## src/design/smc_ram.sv

```systemverilog
`timescale 1ns / 1ps
module smc_ram #(
	parameter int WIDTH = 16,
	parameter int DEPTH = 64
) (
	input  logic                              clk,
	input  logic                              we,
	input  logic [$clog2(DEPTH > 1 ? DEPTH : 2)-1:0] waddr,
	input  logic [WIDTH-1:0]                  wdata,
	input  logic [$clog2(DEPTH > 1 ? DEPTH : 2)-1:0] raddr,
	output logic [WIDTH-1:0]                  rdata
);
	logic [WIDTH-1:0] mem_q [DEPTH];

	always_ff @(posedge clk) begin
		if (we) begin
			mem_q[waddr] <= wdata;
		end
		rdata <= mem_q[raddr];
	end
endmodule

```

## config.mk

```make
export PLATFORM = sky130hd
export DESIGN_NAME = smc_ram
export DESIGN_NICKNAME = d
export VERILOG_FILES = /design/src/design/smc_ram.sv
export SDC_FILE = /design/constraint.sdc
export NUM_CORES = 1
export LEC_CHECK = 0
export BUFFER_PORTS_ARGS = -buffer_cell sky130_fd_sc_hd__buf_4
export CORE_ASPECT_RATIO = 0.6
export CORE_MARGIN = 5
export CORE_UTILIZATION = 55
export CTS_BUF_LIST = sky130_fd_sc_hd__clkbuf_4
export DETAILED_ROUTE_END_ITERATION = 10
export PLACE_DENSITY_LB_ADDON = 0.12
export SETUP_SLACK_MARGIN = 0.1
export SLEW_MARGIN = 5
export SYNTH_ARGS = -nofsm -noshare
export SYNTH_HDL_FRONTEND = slang
export SYNTH_SLANG_ARGS = --single-unit
export TNS_END_PERCENT = 10
```

## constraint.sdc

```tcl
create_clock -name clk -period 2.6 [get_ports clk]
set_input_delay 0.39 -clock clk [delete_from_list [all_inputs] [get_ports clk]]
set_output_delay 0.39 -clock clk [all_outputs]
set_load 0.005 [all_outputs]
```

# Word level (Yosys, flattened, before mapping)
# Memories as Yosys holds them, arrays and structs flattened. A register that Yosys moved wholly into a read port is not among the register bits.
# Cells that the tools add are included.
[totals]
reg_bits = 0
ram_bits = 1024
memories = 1
[op_classes]
mux = 2
[mem_list]
columns = ["memory", "words", "word_bits", "rd", "rd_ports_with_merged_regs", "wr", "line_no", "rtl"]
rows = [
  ["mem_q", 64, 16, 1, 1, 1, "13", "logic [WIDTH-1:0] mem_q [DEPTH];"],
]
[ops]
columns = ["operator", "n"]
rows = [
  ["$mux W1", 2],
]

# Longest topological paths before layout
[depth]
depth_word = 2
mapped_depth = 10

# Worst setup path after synthesis
# Ideal clock, no wire load.
[synth_path]
path_type = "input -> register"
from = "input port waddr[3] in the netlist's numbering"
to = "memory mem_q[48][0], enable pin"
setup_time_ns = 0.409
arrival_time_ns = 2.016
path_slack_ns = 0.175
stages = 4
path_cell_list = "clkbuf_1 nor2b_1 nand4b_1 nor3_1"
[synth_lines]
columns = ["item", "line_no", "rtl"]
rows = [
  ["start, declared", "8", "input logic [$clog2(DEPTH > 1 ? DEPTH : 2)-1:0] waddr,"],
  ["end, declared", "13", ""],
]
# Straight into the memory's write port.

==> results_dict.tcl <==
set metrics [dict create \
    syn-num-nets 1859 \
    finClkSkew_ns 0.0453 \
    synth-seq-cells 1040 \
    outcome "finished clean" \
    max_stage_delay_ns 0.68 \
    r2r-start "mem_q[22][0]" \
    netlist.area_leader.share 0.768 \
    r2r_slack_ns 0.43 \
    viasPerCell 6.14 \
    ctsResizeCount 0 \
    initial_core_util 0.556 \
    yosysMostFrequentCell "edfxtp_1" \
    ir_drop_v 0.000488 \
    final_core_util 0.636 \
    die_x_um 358 \
    slew_viol_final 0 \
    tritoncts "yes" \
    wl_per_cell_um 30.4 \
    syn_avg_cell_area_um2 21.9 \
    grt_max_degree 65 \
    netlist_area_um2 40000 \
    cp_data_required_time_ns 3.55 \
    p_per_area_nw_per_um2 733 \
    nets 2226 \
    crit_path_frequent_cell "buf_4" \
    dieArea_um2 78500 \
    maxCapViolCount 0 \
    synth_cells 1829 \
    place_inst 2923 \
    p_clk_frac 0.386 \
    p_sw_uw 7430 \
    io_pins 46 \
    fillCellCount 5008 \
    final_antenna_net_count 0 \
    ys_seq_area_frac 0.776 \
    synth_warnings 0 \
    hp-class "in -> reg" \
    vias 20607 \
    async_flop_share 0 \
    tightest_slew_ns 0.898 \
    max_freq_mhz 460 \
    hold_buffers 22 \
    crit_slowest_cell "a22oi_1" \
    final-hold-violation-count 0 \
    rows 76 \
    final_cells 3358 \
    whs_path_depth 4 \
    antenna_found_initial 11 \
    ys_top_cells_by_count "edfxtp_1, mux4_2, mux2i_1" \
    r2r-end "rdata[0]" \
    combPwrFrac 0.059 \
    crit_buf_inv 2 \
    fp.coreArea_um2 72000 \
    place_congestion 0.829 \
    globalRouteTotalUtil 0.267 \
    dpl-instance-area_um2 42500 \
    switching_share 0.222 \
    post_cts_buffers 0 \
    path_cells "mux4_2 > mux2i_1 > buf_4 > a22oi_1 > a31oi_1 > buf_4 > a311oi_1" \
    rsz0062_at_grt "no" \
    clkLatencyLatePin_ns 1.07 \
    cts_sinks 1040 \
    numCtsBuffers 224 \
    path_max_fanout 1 \
    finalCritPeriodShare 0.836 \
    root_buffer "clkbuf_4" \
    drive_gt1_frac 0.356 \
    end_kind "flop" \
    die_height_um 219 \
    path_delay_family "compound AO/OA/AOI/OAI gates" \
    syn2layout_area_growth_pct 14.3 \
    synth_edf_count 1024 \
    firstDrtPassIters 7 \
    cts_buffer_depth 3 \
    p_leak_uw 0.0151 \
    drcViolationCount 0 \
    whs_endpoint "rdata[10]" \
    wl_mm 102 \
    max_slew_margin 0.399 \
    min_from "raddr[4]" \
    r2r_cells 7 \
    post-route-min-period_ns 2.17 \
    path_class "reg -> reg" \
    grt_overflow_total 0 \
    hpwl_mm 62.5 \
    grt_pass1_wl_mm 146 \
    critPathArrivalTime_ns 3.13 \
    final-setup-viol-count 0 \
    cts.clk_slew.worst_paths_ns 0.08 \
    port_buffers 45 \
    cp-start-kind "flop" \
    seqPwrFrac 0.555 \
    yosysUniqueCellTypes 43 \
    drt_iter0_drc 2723 \
    stdcell_area_um2 45800 \
    ys_top_cells_by_area "edfxtp_1, mux4_2, mux2i_1" \
    synth_top_cell_by_area "edfxtp_1" \
    yosys_most_used_dff "edfxtp_1" \
    grt_pass1_vias 20394 \
    htreeDepth 4 \
    p_int_uw 26100 \
]
[cell usage in the layout (no fill, tap or decap), drive strengths merged, types with 12 or more instances in the layout]
| cell type | instances |
|---|---|
| nand4 | 12 |
| dlygate4sd3 | 22 |
| nor2 | 74 |
| dfxtp | 16 |
| a221oi | 16 |
| nand3 | 24 |
| clkinv | 46 |
| mux4 | 224 |
| nor2b | 30 |
| clkbuf | 351 |
| mux2 | 27 |
| mux2i | 85 |
| buf | 223 |
| edfxtp | 1024 |
| a22oi | 39 |
| a21oi | 17 |
| nand2 | 60 |
[cell type report]
type	instances	area, µm²	area share
sequential	1040	31100	0.679
clock inverter	58	407	0.00888
multi-input combinational	685	8250	0.180
antenna	4	10.0	0.000219
tap	975	1220	0.0266
timing repair buffer	245	2190	0.0478
clock buffer	351	2640	0.0576
[registers in the layout, indices dropped and copies added, names as in the netlist]
signal and cells:
rdata 16, mem_q 1024
[worst max-delay path by stage]
stage                 startpoint      endpoint  depth (start not counted)
floorplan               waddr[3]  mem_q[48][0]                          4
global placement        raddr[0]     rdata[10]                          7
detailed placement      raddr[0]     rdata[10]                          7
CTS                    rdata[12]     rdata[12]                          1
global route           rdata[12]     rdata[12]                          1
finish              mem_q[22][0]      rdata[0]                          7
[worst min-delay path, cell delays in order]
cell and delay (ns):
buf_4 0.19, buf_12 0.20, o21ai_0 0.18, and4_1 0.18
[kinds of logic after synthesis]
| kind of cell | count (synthesis) | synth area share |
|---|---|---|
| flip-flops | 1040 | 0.776 |
| multiplexers | 336 | 0.155 |
| AND/OR/NAND/NOR | 220 | 0.0265 |
| AO/OA/AOI/OAI | 129 | 0.0241 |
| buffers and inverters | 104 | 0.0183 |
[power groups by stage]
stage                     Combinational [µW]  Sequential, µW  Clock (µW)
after global routing                    2090           18600       14200
final                                   1980           18600       12900
after global placement                  1910           19000           0
after detailed placement                1950           19000           0
after CTS                               1980           18600       13200
after floorplan                          961           18900           0
[layer usage]
layer / track usage / vias to the layer above / part of all wire
met2: 0.342 / 1155 / 0.41
li1: - / 8573 / -
met3: 0.112 / 159 / 0.14
met5: 0 / - / 0
met4: 0.0790 / 0 / 0.022
met1: 0.417 / 10720 / 0.43
[per-stage QoR]
stage | hold WS, ns | setup WS, ns | setup TNS, ns | power, µW
2_1_floorplan | 0.489 | 0.175 | 0 | 19900
3_3_place_gp | 0.808 | -0.143 | -0.363 | 20900
3_5_place_dp | 0.804 | -0.141 | -0.409 | 20900
4_1_cts | 0.00638 | 0.296 | 0 | 33800
5_1_grt | 0.0649 | 0.301 | 0 | 34900
6_report | 0.131 | 0.426 | 0 | 33500
Power figures use the tool's default switching activity.
