<file path="config.mk">
export PLATFORM = sky130hd
export DESIGN_NAME = smc_mac
export DESIGN_NICKNAME = d
export VERILOG_FILES = /design/src/design/smc_pkg.sv /design/src/design/smc_mac.sv
export SDC_FILE = /design/constraint.sdc
export NUM_CORES = 1
export LEC_CHECK = 0
export BUFFER_PORTS_ARGS = -buffer_cell sky130_fd_sc_hd__buf_2
export CORE_UTILIZATION = 60
export CTS_CLUSTER_DIAMETER = 120
export DETAILED_ROUTE_END_ITERATION = 6
export PLACE_DENSITY = 0.77
export RECOVER_POWER = 50
export SKIP_CTS_REPAIR_TIMING = 1
export SLEW_MARGIN = 20
export SYNTH_ARGS = -nofsm -noshare
export SYNTH_HDL_FRONTEND = slang
export SYNTH_SLANG_ARGS = --single-unit
</file>
<file path="constraint.sdc">
create_clock -name clk -period 8.4 [get_ports clk]
set_input_delay 1.26 -clock clk [delete_from_list [all_inputs] [get_ports clk]]
set_output_delay 1.26 -clock clk [all_outputs]
set_load 0.1 [all_outputs]
</file>
<file path="src/design/smc_pkg.sv">
`timescale 1ns / 1ps
package smc_pkg;

	// Fixed field widths of the channels.
	localparam int WIDX_W   = 9;
	localparam int DATA_W   = 16;
	localparam int SUM_W    = 38;
	localparam int PROD_W   = 32;
	localparam int POS_W    = 16;
	localparam int CNT_W    = 3;
	localparam int CFG_W    = 4;
	localparam int CIDX_W   = 3;
	localparam int WDEPTH   = 512;

	// Configuration register indexes.
	localparam logic [CIDX_W-1:0] REG_STRIDE  = 3'd0;
	localparam logic [CIDX_W-1:0] REG_TAPS    = 3'd1;
	localparam logic [CIDX_W-1:0] REG_CHANS   = 3'd2;
	localparam logic [CIDX_W-1:0] REG_KERNELS = 3'd3;

	// Item actions.
	localparam logic ACT_LOAD   = 1'b0;
	localparam logic ACT_SAMPLE = 1'b1;

	typedef enum logic [1:0] {
		ST_IDLE,
		ST_MAC,
		ST_DRAIN,
		ST_EMIT
	} state_t;

	// Control of the shared multiply-accumulate unit.
	typedef struct packed {
		logic clr;
		logic issue;
	} mac_ctl_t;

	// A register value of zero counts as one; values above the cap count as the cap.
	function automatic logic [CFG_W-1:0] clamp_cfg(input logic [CFG_W-1:0] v,
		input logic [CFG_W-1:0] cap);
		logic [CFG_W-1:0] r;
		r = v;
		if (v == '0) r = 4'd1;
		else if (v > cap) r = cap;
		return r;
	endfunction

endpackage

</file>
<file path="src/design/smc_mac.sv">
`timescale 1ns / 1ps
module smc_mac (
	input  logic                                clk,
	input  logic                                arst_n,
	input  smc_pkg::mac_ctl_t                   ctl,
	input  logic signed [smc_pkg::DATA_W-1:0]   sample_s1,
	input  logic signed [smc_pkg::DATA_W-1:0]   weight_s1,
	output logic                                busy,
	output logic signed [smc_pkg::SUM_W-1:0]    acc
);
	logic                                  v_s1;
	logic                                  v_s2;
	logic signed [smc_pkg::PROD_W-1:0]     prod_s2;
	logic signed [smc_pkg::SUM_W-1:0]      acc_q;

	always_ff @(posedge clk or negedge arst_n) begin
		if (!arst_n) begin
			v_s1 <= 1'b0;
			v_s2 <= 1'b0;
		end else begin
			v_s1 <= ctl.issue;
			v_s2 <= v_s1;
		end
	end

	always_ff @(posedge clk) begin
		prod_s2 <= sample_s1 * weight_s1;
		if (ctl.clr) begin
			acc_q <= '0;
		end else if (v_s2) begin
			acc_q <= acc_q + smc_pkg::SUM_W'(prod_s2);
		end
	end

	assign busy = v_s1 | v_s2;
	assign acc  = acc_q;
endmodule

</file>
; Word level (Yosys, flattened, before mapping)
; Index checks and enable logic that the tools add are counted.
[classes]
add_sub_neg = 1
multipliers = 1
bitwise_logic = 1
[ops]
columns = cell, n
row1 = 38-bit by 32-bit adder with 38-bit output, 1
row2 = 16-bit by 16-bit multiplier with 32-bit output, 1
row3 = 1-bit OR, 1
[word_totals]
reg_bits = 72
wordCells = 7

; Logic depth before layout (Yosys ltp)
[depth]
depth_word = 1
depth_mapped = 25
ltp_nobuf = 24

; Worst setup path after synthesis
; Ideal clock, no wire load.
[synth_path]
path_kind = input -> register
start = in weight_s1[7] (netlist name)
end = reg prod_s2[30] (netlist name)
arrival_time_ns = 6.738
t_required_ns = 8.328
slack_ns = 1.590
path_stages = 25
path_cell_list = clkbuf_1 > nand2_1 > fa_1 > inv_1 > fa_1 > inv_1 > fa_1 > inv_1 > fa_1 > fa_1 > inv_1 > fa_1 > inv_1 > ha_1 > a21o_1 > a21o_1 > a21oi_1 > o21ai_0 > a22oi_1 > o31a_1 > a211o_1 > nand3_1 > a31o_2 > a21oi_1 > xnor2_1
[synth_via]
elab_chain_cells = 1
[synth_rtl]
columns = item, line_no
row1 = from (decl), smc_mac.sv:7  ; input logic signed [smc_pkg::DATA_W-1:0] weight_s1,
row2 = 16-bit by 16-bit multiplier with 32-bit output, smc_mac.sv:27  ; prod_s2 <= sample_s1 * weight_s1;
row3 = to (signal assigned), smc_mac.sv:27
row4 = to (decl), smc_mac.sv:13  ; logic signed [smc_pkg::PROD_W-1:0] prod_s2;
; No other way between the ends.
; A chain may end at the register's enable or synchronous reset.

; Worst setup path in the final report
[layout_path]
start = in sample_s1[0] (netlist name)
end = reg prod_s2[30] (netlist name)
[layout_via]
elab_chain_cells = 1
[layout_rtl]
columns = item, line_no
row1 = from (decl), smc_mac.sv:6  ; input logic signed [smc_pkg::DATA_W-1:0] sample_s1,
row2 = 16-bit by 16-bit multiplier with 32-bit output, smc_mac.sv:27
; No other way between the ends.

==> impl_metrics.tcl <==
set metrics [dict create \
    status "finished with violations" \
    failed_checks "design-rule violations, max-capacitance violations, max-slew violations" \
    synthSimpleGateAreaFrac_pct 14.89 \
    period_needed_ns 7.156 \
    clock-sinks 72 \
    die_x_um 152.8 \
    die_area_um2 23350 \
    yosysWarnings 0 \
    cp-start-kind "input pin" \
    crit_type "input pin to flip-flop" \
    layout-drive-gt1-share_pct 4.047 \
    area_delta_synth_final_pct 5.933 \
    cap_violations 1 \
    synth_area_leaders "fa_1 39%, ha_1 11%, dfxtp_1 10%" \
    routabilityCongestion 0.8682 \
    synth_flop_cell "dfxtp_1" \
    n_antenna_cell 0 \
    worstSetupEndpointType "flip-flop" \
    grt_overflow 0 \
    ant_nets 0 \
    htree_levels 3 \
    cts_root_buf "clkbuf_16" \
    drtIter0Drc 592 \
    hp-class "flip-flop to flip-flop" \
    fin_tns_setup_ns 0 \
    finalInstanceArea_um2 14450 \
    yosys.area.top_type "fa_1" \
    synth_top_family_by_area "adder cells" \
    ys_types 62 \
    core_um2 22090 \
    postSynthCellCount 1486 \
    maxSlewHeadroom_pct -32.42 \
    worst_slew_pin_slew_ns 1.986 \
    fmax_mhz 139.7 \
    final_nets 1945 \
    vias 10060 \
    gr-usage-all-layers_pct 27.60 \
    synth-xor-area-share_pct 4.365 \
    synth.yosys.seq_area_share_pct 10.64 \
    fin_util_pct 65.42 \
    synth_edf_count 0 \
    final-hold-violation-count 0 \
    synth_commonest_cells "305 x inv_1, 263 x fa_1, 146 x nand2_1" \
    start_util_pct 61.76 \
    antenna_found_initial 1 \
    dp_hpwl_mm 25.04 \
    firstDrtPassIters 7 \
    yosys.area.top_type_share_pct 38.59 \
    grt_max_degree 45 \
    wl_per_cell_um 16.80 \
    worstPathArrival_ns 7.42 \
    grt_pass1_vias 10680 \
    synth_fp_nets 1904 \
    via_per_inst 5.552 \
    rsz0062_at_grt "false" \
    crit_required_ns 8.66 \
    drv_slew 44 \
    wl_mm 30.43 \
    fin_ws_ns 1.244 \
    finalCritPeriodShare_pct 85.20 \
    die_h_um 152.8 \
    yosys_register_bits 72 \
    worstSkewPairLatency_ns 0.33 \
    synthMuxAreaShare_pct 2.531 \
    synth_compound_area_share_pct 8.446 \
    syn_area_um2 13640 \
    yosysMostFrequentCell "inv_1" \
    cts_buffer_depth 2 \
    io_buffers 74 \
    tritoncts "done" \
    crit_fanout 16 \
    numCtsBuffers 9 \
    synthArstFlopShare_pct 2.778 \
    num_rows 54 \
    pre_cts_ws_ns 1.089 \
    setup_viol 0 \
    pin_count 75 \
    synth_area_per_cell_um2 9.182 \
    clkTransAtPathRegs_ns 0.06 \
    final.setup_skew_ns 0.005497 \
    grt_pass1_wl_mm 51.07 \
    drc 4 \
    place_area_um2 14200 \
    synth_fa_ha_area_share_pct 49.50 \
]
## worst max-delay path: stages
cell and delay, ns:
clkbuf_1 0.60, nand2b_1 0.22, fa_1 0.44, fa_1 0.49
inv_1 0.05, fa_1 0.53, fa_1 0.45, fa_1 0.49
inv_1 0.05, fa_1 0.47, inv_1 0.04, ha_1 0.35
a21o_1 0.21, a21o_1 0.16, a21oi_1 0.15, o21ai_0 0.13
a22oi_1 0.21, o31a_1 0.27, a211o_1 0.19, nand3_1 0.11
a31o_2 0.24, a21oi_1 0.17, xnor2_1 0.13
## flip-flops by register name, summed over array words and instances, names as in the netlist
register and count:
acc 38, prod_s2 32, v_s1 1, v_s2 1
## layout make-up
type                       count  area, µm²
clock buffer                  13      260.3
clock inverter                 3      40.04
fill                        1834       7640
inverter                     305       1145
multi-input combinational   1064      10880
sequential                    72       1453
tap                          280      350.3
timing repair buffer          75      326.6
## stage by stage
step | std cells | hold WS (ns)
3_3_place_gp | 1796 | 0.3612
2_1_floorplan | 1486 | 0.3461
4_1_cts | 1812 | 0.3763
3_5_place_dp | 1796 | 0.3641
6_report | 1812 | 0.3842
5_1_grt | 1812 | 0.3880
## placed cells by master, fill, tap and decap left out, types with 3 or more instances in the layout
master,n
xor2_1,17
o21ai_0,25
dfxtp_1,70
inv_1,305
nor2_1,74
buf_2,33
o21bai_1,9
o211ai_1,3
clkbuf_16,9
nand4_1,6
fa_1,263
and2_0,3
o31ai_1,4
nor3_1,9
a21oi_1,47
ha_1,119
and3_1,3
clkbuf_1,43
a31oi_1,9
nor2b_1,3
xnor2_1,51
mux2i_1,33
nand2b_1,18
nand3_1,11
a21o_1,35
nand2_1,146
o21a_1,6
and2_1,128
## logic make-up (layout without fill, tap and decap cells)
logic type,count (synthesis),after routing
AOI/OAI and AO/OA,167,167
DFF,72,72
muxes,34,34
adders and majority gates,382,382
and+or+nand+nor,413,413
xor gates and xnor gates,68,68
buffers and inverters,350,396
## per-layer routing
metal | wire length, µm | global-route usage, %
met4 | 1112 | 10.73
met1 | 12480 | 35.22
met2 | 15220 | 47.58
met3 | 1608 | 3.868
met5 | 8 | 0
## worst paths after layout
check	from	end	slack (ns)	cells after the start
setup / recovery	sample_s1[0]	prod_s2[30]	1.24	23
hold / removal	v_s1	v_s2	0.38	0
setup reg to reg	acc[0]	acc[36]	5.01	14
hold reg to reg	v_s1	v_s2	0.38	0
max in group asynchronous	arst_n	v_s2	7.56	1
min in group asynchronous	arst_n	v_s1	0.70	1
Power is left out: the tool's default activity adds up to more than one toggle a clock period on the data nets, which glitch-free logic cannot reach.
